===== config.mk =====
export PLATFORM = sky130hd
export DESIGN_NAME = dbns_ctrl
export DESIGN_NICKNAME = d
export VERILOG_FILES = /design/src/hw/rtl/dbns_pkg.sv /design/src/hw/rtl/dbns_ctrl.sv
export SDC_FILE = /design/constraint.sdc
export NUM_CORES = 1
export LEC_CHECK = 0
export BUFFER_PORTS_ARGS = -buffer_cell sky130_fd_sc_hd__buf_2
export CAP_MARGIN = 0
export CORE_MARGIN = 2
export CORE_UTILIZATION = 30
export DETAILED_ROUTE_END_ITERATION = 8
export GPL_TIMING_DRIVEN = 0
export SYNTH_ARGS = -nofsm -noshare
export SYNTH_HDL_FRONTEND = slang
export SYNTH_SLANG_ARGS = --single-unit

===== constraint.sdc =====
create_clock -name clk -period 2.9 [get_ports clk]
set_input_delay 0.435 -clock clk [delete_from_list [all_inputs] [get_ports clk]]
set_output_delay 0.435 -clock clk [all_outputs]
set_load 0.01 [all_outputs]

===== src/hw/rtl/dbns_pkg.sv =====
package dbns_pkg;

  localparam int WORD_BITS_DEF = 64;
  localparam int MAX_WORDS_DEF = 1024;

  localparam int ID_W  = 16;
  localparam int POS_W = 17;
  localparam int ID_MAX = 65535;

  localparam logic [ID_W-1:0] DOC_COUNT_RST = 16'hFFFF;

  // request kinds
  localparam logic [1:0] KIND_INSERT = 2'd0;
  localparam logic [1:0] KIND_NEXT   = 2'd1;
  localparam logic [1:0] KIND_SEEK   = 2'd2;
  localparam logic [1:0] KIND_REWIND = 2'd3;

  typedef struct packed {
    logic [1:0]      kind;
    logic [ID_W-1:0] doc_id;
    logic [ID_W-1:0] target;
  } in_item_t;

  typedef struct packed {
    logic            found;
    logic [ID_W-1:0] doc_value;
  } out_item_t;

  typedef struct packed {
    logic accept;    // capture request
    logic clr;       // clearing pass write
    logic rewind;
    logic div0;      // reciprocal estimate
    logic div1;      // quotient correction
    logic rd_q;      // read address from quotient, else cursor
    logic ins_wr;    // write back inserted word
    logic seek_end;  // seek target beyond words in use
    logic seek_ld;   // load target word into pending
    logic set_end;   // scan ran off the end
    logic word_ld;   // load next word into pending
    logic tz_cap;    // capture per-byte trailing-zero info
    logic take;      // consume lowest set bit, produce hit
    logic res_zero;  // produce end-of-data response
    logic out_load;  // move response into output register
  } dbns_cmd_t;

  typedef struct packed {
    logic       clr_last;
    logic       at_end;
    logic       pend_nz;
    logic       cur_beyond;
    logic       q_beyond;
    logic       ins_ok;
    logic       out_free;
    logic [1:0] kind;
  } dbns_stat_t;

endpackage


===== src/hw/rtl/dbns_ctrl.sv =====
module dbns_ctrl (
  input  logic                   clk,
  input  logic                   rst_n,
  input  logic                   in_valid,
  input  logic [1:0]             in_kind,
  output logic                   in_stall,
  input  dbns_pkg::dbns_stat_t   stat,
  output dbns_pkg::dbns_cmd_t    cmd
);

  localparam logic [3:0] S_CLEAR  = 4'd0;
  localparam logic [3:0] S_IDLE   = 4'd1;
  localparam logic [3:0] S_DIV0   = 4'd2;
  localparam logic [3:0] S_DIV1   = 4'd3;
  localparam logic [3:0] S_INS_RD = 4'd4;
  localparam logic [3:0] S_INS_WR = 4'd5;
  localparam logic [3:0] S_SK_CHK = 4'd6;
  localparam logic [3:0] S_SK_LD  = 4'd7;
  localparam logic [3:0] S_SCAN   = 4'd8;
  localparam logic [3:0] S_LD     = 4'd9;
  localparam logic [3:0] S_TZ     = 4'd10;
  localparam logic [3:0] S_TAKE   = 4'd11;
  localparam logic [3:0] S_OUT    = 4'd12;

  logic [3:0] state_r;
  logic [3:0] state_nxt;

  always_comb begin
    cmd       = '0;
    state_nxt = state_r;
    in_stall  = 1'b1;
    unique case (state_r)
      S_CLEAR: begin
        cmd.clr = 1'b1;
        if (stat.clr_last) begin
          state_nxt = S_IDLE;
        end
      end
      S_IDLE: begin
        in_stall = 1'b0;
        if (in_valid) begin
          cmd.accept = 1'b1;
          unique case (in_kind) inside
            dbns_pkg::KIND_INSERT, dbns_pkg::KIND_SEEK: state_nxt = S_DIV0;
            dbns_pkg::KIND_NEXT: begin
              if (stat.at_end) begin
                cmd.res_zero = 1'b1;
                state_nxt    = S_OUT;
              end else begin
                state_nxt = S_SCAN;
              end
            end
            dbns_pkg::KIND_REWIND: cmd.rewind = 1'b1;
          endcase
        end
      end
      S_DIV0: begin
        cmd.div0  = 1'b1;
        state_nxt = S_DIV1;
      end
      S_DIV1: begin
        cmd.div1  = 1'b1;
        state_nxt = (stat.kind == dbns_pkg::KIND_INSERT) ? S_INS_RD : S_SK_CHK;
      end
      S_INS_RD: begin
        cmd.rd_q  = 1'b1;
        state_nxt = stat.ins_ok ? S_INS_WR : S_IDLE;
      end
      S_INS_WR: begin
        cmd.ins_wr = 1'b1;
        state_nxt  = S_IDLE;
      end
      S_SK_CHK: begin
        cmd.rd_q = 1'b1;
        if (stat.q_beyond) begin
          cmd.seek_end = 1'b1;
          cmd.res_zero = 1'b1;
          state_nxt    = S_OUT;
        end else begin
          state_nxt = S_SK_LD;
        end
      end
      S_SK_LD: begin
        cmd.seek_ld = 1'b1;
        state_nxt   = S_SCAN;
      end
      S_SCAN: begin
        if (stat.pend_nz) begin
          state_nxt = S_TZ;
        end else if (stat.cur_beyond) begin
          cmd.set_end  = 1'b1;
          cmd.res_zero = 1'b1;
          state_nxt    = S_OUT;
        end else begin
          state_nxt = S_LD;
        end
      end
      S_LD: begin
        cmd.word_ld = 1'b1;
        state_nxt   = S_SCAN;
      end
      S_TZ: begin
        cmd.tz_cap = 1'b1;
        state_nxt  = S_TAKE;
      end
      S_TAKE: begin
        cmd.take  = 1'b1;
        state_nxt = S_OUT;
      end
      S_OUT: begin
        if (stat.out_free) begin
          cmd.out_load = 1'b1;
          state_nxt    = S_IDLE;
        end
      end
      default: state_nxt = S_IDLE;
    endcase
  end

  always_ff @(posedge clk) begin
    if (!rst_n) begin
      state_r <= S_CLEAR;
    end else begin
      state_r <= state_nxt;
    end
  end

`ifndef SYNTHESIS
  // write-back always follows its read of the same word
  a_ins_order: assert property (@(posedge clk) disable iff (!rst_n)
    (state_r == S_INS_WR) |-> ($past(state_r) == S_INS_RD))
    else $error("insert write without preceding read");

  // trailing-zero info must be fresh when a bit is consumed
  a_take_order: assert property (@(posedge clk) disable iff (!rst_n)
    (state_r == S_TAKE) |-> ($past(state_r) == S_TZ))
    else $error("take without trailing-zero capture");

  a_out_free: assert property (@(posedge clk) disable iff (!rst_n)
    cmd.out_load |-> stat.out_free)
    else $error("response loaded over an unread one");
`endif

endmodule


; ---- After elaboration in Yosys (flattened, before gate mapping)
; Index checks and enable logic that the tools add are counted.
; W data, S select, Z words.
[classes]
eq_ne = 19
n_mux = 37
n_reduce_logical = 7
[ops]
columns = cell, count
row1 = $pmux W4 S11, 1
row2 = $mux W1, 25
row3 = $eq A4 B4 Y1 const B, 5
row4 = $mux W4, 5
row5 = $eq A4 B3 Y1 const B, 4
row6 = $mux W3, 3
row7 = $eq A4 B2 Y1 const B, 2
row8 = $pmux W4 S2, 1
row9 = $ne A2 B2 Y1 const B, 3
row10 = $reduce_or A2 Y1, 3
row11 = $eq A2 B2 Y1 const B, 2
row12 = $eq A4 B1 Y1 const B, 1
row13 = $logic_not A2 Y1, 2
row14 = $logic_not A4 Y1, 1
row15 = $reduce_and A4 Y1, 1
row16 = $ne A3 B2 Y1 const B, 1
row17 = $pmux W1 S3, 1
row18 = $eq A2 B1 Y1 const B, 1
row19 = $mux W2, 1
[totals]
register_bits = 4
inputBits = 14

; ---- Depth between registers and ports, before layout
; Gate-level depths: netlist of the first run.
[logic_depth]
ltp_word = 5
mapped_depth = 6
ltp_nobuf = 4

; ---- Least setup slack after synthesis of the first run
; OpenSTA, ideal clock, no wires.
[synth_timing]
path_kind = register -> output
start = reg state_r[0]
end = out cmd[1] (netlist name)
n_path_buf = 1
path_slack_ns = 1.377
arrival_ns = 1.088
stages_incl_launch_ff = 6
required_time_ns = 2.465
cell_sequence = dfxtp_1 -> buf_6 -> nand2b_1 -> nor3_2 -> a31oi_1 -> nand2_1
[synth_rtl]
columns = element, line
row1 = start: declaration, dbns_ctrl.sv:25  ; logic [3:0] state_r;
row2 = start signal: assignment, dbns_ctrl.sv:124  ; state_r <= state_nxt;
row3 = end: declaration, dbns_ctrl.sv:8  ; output dbns_pkg::dbns_cmd_t cmd

==> impl_metrics.json, run 1 <==
{
  "setup_ws_ns": 0.953,
  "cap_violations": 0,
  "initial_utilization_pct": 31.7,
  "place.detailed.hpwl_um": 1190,
  "crit_type": "flop to output pin",
  "gp_congestion": 0.817,
  "critPathCaptureType": "output pin",
  "num-fill-cells": 185,
  "grt_pass1_wl_um": 2380,
  "setup_viol": 0,
  "vias_per_cell": 4.94,
  "status": "finished clean",
  "post_cts_buffers": 0,
  "cpMaxStageDelayCell": "dfxtp_1",
  "worst_pin_slew_ns": 0.339,
  "largest_reg_flops": 4,
  "nets": 120,
  "finalSetupTns_ns": 0,
  "final_cell_area_sq_um": 741,
  "largest_register": "state_r",
  "skew_ns": 0.00250,
  "antenna_found_initial": 0,
  "fmax_ghz": 0.514,
  "htree_levels": 1,
  "largest_registers": "state_r x4",
  "syn_inst": 72,
  "io_buffers": 29,
  "placed_area_sq_um": 718,
  "hold_slack_ns": 0.487,
  "grt_pass1_vias": 589,
  "final_hold_viol_count": 0,
  "p_leak_uw": 0.000375,
  "ys_seq_area_share_pct": 14.8,
  "hold_buffers": 0,
  "netlist_top_cells_area": "dfxtp_1 (15%), nor2_1 (5.5%), o41ai_4 (5.1%), buf_6 (4.2%), nand2_1 (4.2%)",
  "maxSlewHeadroom_pct": 77.3,
  "period_share_pct": 67.2,
  "die_width_um": 46.5,
  "drt_iter0_drc": 10,
  "powerDensity_nw_per_um2": 299,
  "worstPathArrival_ns": 1.51,
  "grtUsageTotal_pct": 15.0,
  "fin_util_pct": 43.4,
  "dieArea_sq_um": 2160,
  "synth_top_area_share_pct": 14.8,
  "min_period_ns": 1.95,
  "crit_family": "flip-flops",
  "crit_buf_inv": 2,
  "postCtsResizedCells": 0,
  "ant_nets": 0,
  "rsz0062_at_grt": "no",
  "drt_wl_total_um": 1470,
  "numCtsBuffers": 3,
  "cp.required_ns": 2.47,
  "cpPeakStageDelay_ns": 0.41,
  "start_kind": "flop",
  "ys_ff_latch": 4,
  "io_pins": 30,
  "yosys.area.top_type": "dfxtp_1",
  "clk_pin_slew_worst_paths_ns": 0.04,
  "grt_max_degree": 11,
  "core_region_area_sq_um": 1710,
  "die_h_um": 46.5,
  "yosys_warnings": 0,
  "critPathMaxFanout": 10,
  "area_growth_pct": 36.7,
  "min_path_type": "input port to flop",
  "cts.sinks": 4,
  "synth_area_sq_um": 542,
  "synth_fp_nets": 86,
  "cts_tree": "done",
  "drc": 0,
  "vias": 637,
  "path_cells": "buf_2 > nor2_1 > and3_1 > a31oi_1 > nand2_1 > buf_2",
  "drt_pass1_iterations": 4,
  "worst_path_most_repeated_cell": "buf_2",
  "diodes": 0,
  "post-place-ws_ns": 1.20,
  "drive_above_1_share_pct": 44.2,
  "clkLatencyLatePin_ns": 0.23,
  "peakVddDrop_mv": 0.238,
  "num_rows": 15,
  "cts_root_buf": "clkbuf_4",
  "clock_path_buffers": 2,
  "ys_types": 40,
  "synth.avg_cell_area_sq_um": 7.52,
  "final-max-slew-violation-count": 0,
  "globalRouteOverflowTotal": 0,
  "wl_per_cell_um": 11.4
}
-- per-layer routing --
| layer | GRT usage, % | share of wire, % |
|---|---|---|
| met3 | 5.10 | 5.6 |
| met1 | 18.9 | 45 |
| met2 | 24.7 | 50 |
| met4 | 2.86 | 0 |
| met5 | 0 | 0 |
-- tightest hold or removal path, cell delays in order --
cell and delay [ns]:
buf_2 0.13, o41ai_4 0.07, a221oi_2 0.03
-- power breakdown --
| group | switching, uW | internal, uW | total (uW) |
|---|---|---|---|
| combinational | 47.4 | 43.0 | 90.4 |
| sequential | 5.38 | 58.7 | 64.1 |
| clock | 20.8 | 46.1 | 66.9 |
| total | 73.6 | 148 | 221 |
-- per-stage QoR --
step                power, uW  std cells
floorplan                 125         72
global placement          155        126
detailed placement        155        126
CTS                       226        129
global route              239        129
finish                    221        129
-- cell usage after synthesis --
| master | n |
|---|---|
| a21boi_1 | 1 |
| a21o_1 | 1 |
| a21oi_1 | 4 |
| a221oi_2 | 1 |
| a22oi_1 | 1 |
| a2bb2oi_1 | 1 |
| a31oi_1 | 1 |
| and2_1 | 1 |
| and2b_1 | 1 |
| and2b_2 | 1 |
| and3_1 | 3 |
| and3b_1 | 1 |
| buf_2 | 2 |
| buf_4 | 1 |
| buf_6 | 2 |
| dfxtp_1 | 4 |
| inv_1 | 3 |
| nand2_1 | 6 |
| nand2b_1 | 2 |
| nand2b_2 | 1 |
| nand2b_4 | 1 |
| nand4_1 | 1 |
| nand4b_1 | 2 |
| nor2_1 | 8 |
| nor2_2 | 1 |
| nor2_4 | 1 |
| nor2b_1 | 3 |
| nor2b_2 | 1 |
| nor3_1 | 4 |
| nor3_2 | 1 |
| nor4_1 | 1 |
| o211ai_1 | 1 |
| o21ai_0 | 1 |
| o21ai_1 | 1 |
| o21bai_1 | 1 |
| o22a_1 | 1 |
| o2bb2ai_1 | 1 |
| o31ai_1 | 2 |
| o32a_1 | 1 |
| o41ai_4 | 1 |
-- placed cells by master (no fill, tap or decap), drive strengths merged, types with 2 or more instances in the layout --
cell    synthesis  final
buf             5     34
nor2           10     10
nand2           6      6
nor3            5      5
a21oi           4      4
dfxtp           4      4
nor2b           4      4
nand2b          4      4
inv             3      3
and3            3      3
clkbuf          0      3
nand4b          2      2
o31ai           2      2
and2b           2      2
o21ai           2      2
-- kinds of logic after synthesis --
logic type,count (synthesis),share of synthesized area [%]
simple gates,40,44.8
compound gates,20,30.9
buf+inv,8,9.47
flops,4,14.8
-- cell type report --
| cell class | count | area, sq um | area share [%] |
|---|---|---|---|
| flip-flops and latches | 4 | 80.1 | 10.8 |
| repair buffers | 29 | 145 | 19.6 |
| inverters | 3 | 11.3 | 1.52 |
| plain buffers | 5 | 40.0 | 5.41 |
| well taps | 25 | 31.3 | 4.22 |
| clock buffers | 3 | 22.5 | 3.04 |
| multi-input cells | 60 | 410 | 55.4 |
-- worst paths after layout --
path | start | endpoint | slack (ns) | depth (start not counted)
worst max-delay path | state_r[3] | cmd[1] | 0.95 | 6
worst min-delay path | rst_n | state_r[1] | 0.49 | 3
worst max register to register | state_r[3] | state_r[3] | 1.58 | 4
worst min register to register | state_r[1] | state_r[0] | 0.74 | 3
(Power assumes the default switching activity.)
==> inputs of run 2 (changes only) <==
--- a/config.mk
+++ b/config.mk
@@ -5,6 +5,7 @@
 export SDC_FILE = /design/constraint.sdc
 export NUM_CORES = 1
 export LEC_CHECK = 0
+export ABC_AREA = 1
 export BUFFER_PORTS_ARGS = -buffer_cell sky130_fd_sc_hd__buf_2
 export CAP_MARGIN = 0
 export CORE_MARGIN = 2
==> constraint.sdc (replaced) <==
create_clock -name clk -period 1.6 [get_ports clk]
set_input_delay 0.24 -clock clk [delete_from_list [all_inputs] [get_ports clk]]
set_output_delay 0.24 -clock clk [all_outputs]
set_load 0.01 [all_outputs]
==> run 2 against run 1 <==
Compared with the run above:
- hold slack got worse by 0.21 ns
- combinational power increased by 100%
- synthesized area decreased by 9.5%
- synthesized cell count increased by 31%
- via count increased by 6.8%
==> impl_metrics.json, run 2 <==
{
  "synth_fp_nets": 108,
  "die_h_um": 44.4,
  "initial_utilization_pct": 32.2,
  "die_width_um": 44.4,
  "powerDensity_nw_per_um2": 565,
  "status": "finished clean",
  "path_cells": "nor2_2 > nand3_1 > o211ai_1 > buf_2",
  "synth_commonest_cells": "nand2_1 (20), nor2_1 (20), inv_1 (16), nand3_1 (9)",
  "ant_nets": 0,
  "cpPeakStageDelay_ns": 0.34,
  "htree_levels": 1,
  "worst_pin_slew_ns": 0.306,
  "cts_root_buf": "clkbuf_4",
  "dieArea_sq_um": 1970,
  "synth_area_sq_um": 490,
  "drc": 0,
  "vias": 680,
  "final-max-slew-violation-count": 0,
  "layout_commonest_cell": "buf_2",
  "gp_congestion": 0.817,
  "clk_pin_slew_worst_paths_ns": 0.04,
  "place.detailed.hpwl_um": 1100,
  "final_cell_mix": "buf_2 (29), nor2_1 (20), nand2_1 (16)",
  "cap_violations": 0,
  "drt_wl_total_um": 1450,
  "netlist_top_cells_area": "dfxtp_1 (16%), nand2_1 (15%), nor2_1 (15%), inv_1 (12%), nand3_1 (9.2%)",
  "drt_iter0_drc": 17,
  "globalRouteOverflowTotal": 0,
  "clkLatencyLatePin_ns": 0.23,
  "grt_pass1_wl_um": 2150,
  "ys_ff_latch": 4,
  "nets": 147,
  "numCtsBuffers": 3,
  "grt_pass1_vias": 541,
  "synth.avg_cell_area_sq_um": 5.22,
  "yosys.area.top_type": "dfxtp_1",
  "min_path_type": "input port to flop",
  "critPathMaxFanout": 7,
  "largest_registers": "state_r x4",
  "yosys_warnings": 0,
  "period_share_pct": 96.3,
  "cts_tree": "done",
  "cp.required_ns": 1.36,
  "synth_top_area_share_pct": 16.3,
  "drive_above_1_share_pct": 42.7,
  "peakVddDrop_mv": 0.340,
  "io_pins": 30,
  "setup_viol": 0,
  "io_buffers": 29,
  "async_flop_share_pct": 0,
  "crit_type": "flop to output pin",
  "grtUsageTotal_pct": 14.6,
  "ys_seq_area_share_pct": 16.3,
  "final_hold_viol_count": 0,
  "critPathCaptureType": "output pin",
  "start_kind": "flop",
  "clock_path_buffers": 2,
  "diodes": 0,
  "skew_ns": 0.00187,
  "drt_pass1_iterations": 4,
  "area_growth_pct": 53.3,
  "synth-edff-count": 0,
  "fin_util_pct": 49.3,
  "num-fill-cells": 165,
  "ys_types": 17,
  "min_period_ns": 1.54,
  "grt_max_degree": 10,
  "vias_per_cell": 4.63,
  "largest_register": "state_r",
  "wl_per_cell_um": 9.88,
  "synth_ff_type": "dfxtp_1",
  "fmax_ghz": 0.649,
  "core_region_area_sq_um": 1520,
  "antenna_found_initial": 0,
  "syn_inst": 94,
  "num_rows": 14,
  "maxSlewHeadroom_pct": 79.6,
  "cts.sinks": 4,
  "largest_reg_flops": 4,
  "p_leak_uw": 0.000452,
  "worstPathArrival_ns": 1.30,
  "hold_slack_ns": 0.275,
  "cpMaxStageDelayCell": "dfxtp_2"
}
-- run 2: cell count changes after synthesis, moves of 3 or more --
cell,previous run,this run
nor2_2,1,4
nand2_1,6,20
inv_1,3,16
nand3_1,0,9
nor2_1,8,20
nor2b_1,3,0
and3_1,3,0
-- run 2: cell families (layout without fill, tap and decap cells) --
group	after synthesis	in the layout	synth area share (%)
and+or+nand+nor	62	62	57.1
AOI/OAI and AO/OA	9	9	10.5
DFF	4	4	16.3
buffers and inverters	19	56	16.1
-- run 2: metal layers --
metal	GRT usage, %	vias up	part of all wire [%]
met1	19.8	284	43
met4	7.27	0	0.76
met2	22.6	27	50
met5	0	-	0
met3	1.63	2	6.7
li1	-	367	-
-- run 2: what timing repair did --
action | in CTS | in global routing
hold buffers | 0 | 0
buffers inserted | 1 | 4
setup endpoints to repair | 2 | 3
resized for setup | 2 | 11
pin swaps | 2 | 3
-- run 2: power breakdown --
part	total [uW]	internal (uW)	switching (uW)
clock	120	83.6	36.7
combinational	184	70.2	113
sequential	121	109	12.1
total	425	263	162
-- run 2: layout make-up --
| cell class | count | area [sq um] | area share [%] |
|---|---|---|---|
| Multi-Input combinational cell | 71 | 362 | 48.1 |
| Timing Repair Buffer | 34 | 183 | 24.3 |
| Sequential cell | 4 | 83.8 | 11.1 |
| Inverter | 18 | 70.1 | 9.32 |
| Clock buffer | 3 | 22.5 | 3.00 |
| Tap cell | 16 | 20.0 | 2.66 |
| Buffer | 1 | 11.3 | 1.50 |
-- run 2: path summary, 6_finish.rpt --
| kind | start | endpoint | slack [ns] | cells past startpoint |
|---|---|---|---|---|
| worst min-delay path | rst_n | state_r[1] | 0.28 | 3 |
| worst min register to register | state_r[0] | state_r[0] | 0.64 | 4 |
| worst max register to register | state_r[2] | state_r[0] | 0.25 | 10 |
| worst max-delay path | state_r[0] | cmd[1] | 0.06 | 4 |
-- run 2: stage by stage --
| step | total power (uW) | instance area [sq um] | std cells | setup TNS [ns] | worst slack, ns |
|---|---|---|---|---|---|
| after floorplan | 232 | 490 | 94 | 0 | 0.280 |
| after global placement | 286 | 656 | 139 | 0 | 0.171 |
| after detailed placement | 288 | 656 | 139 | 0 | 0.192 |
| after CTS | 413 | 693 | 143 | 0 | 0.00836 |
| after global routing | 457 | 752 | 147 | -0.0110 | -0.0110 |
| final | 425 | 752 | 147 | 0 | 0.0586 |
-- run 2: critical path, delay by kind of cell (launching register included) --
family | cells | cell delay (ns)
AOI/OAI and AO/OA | 1 | 0.11
buffers and inverters | 1 | 0.15
DFF | 1 | 0.34
and+or+nand+nor | 2 | 0.46
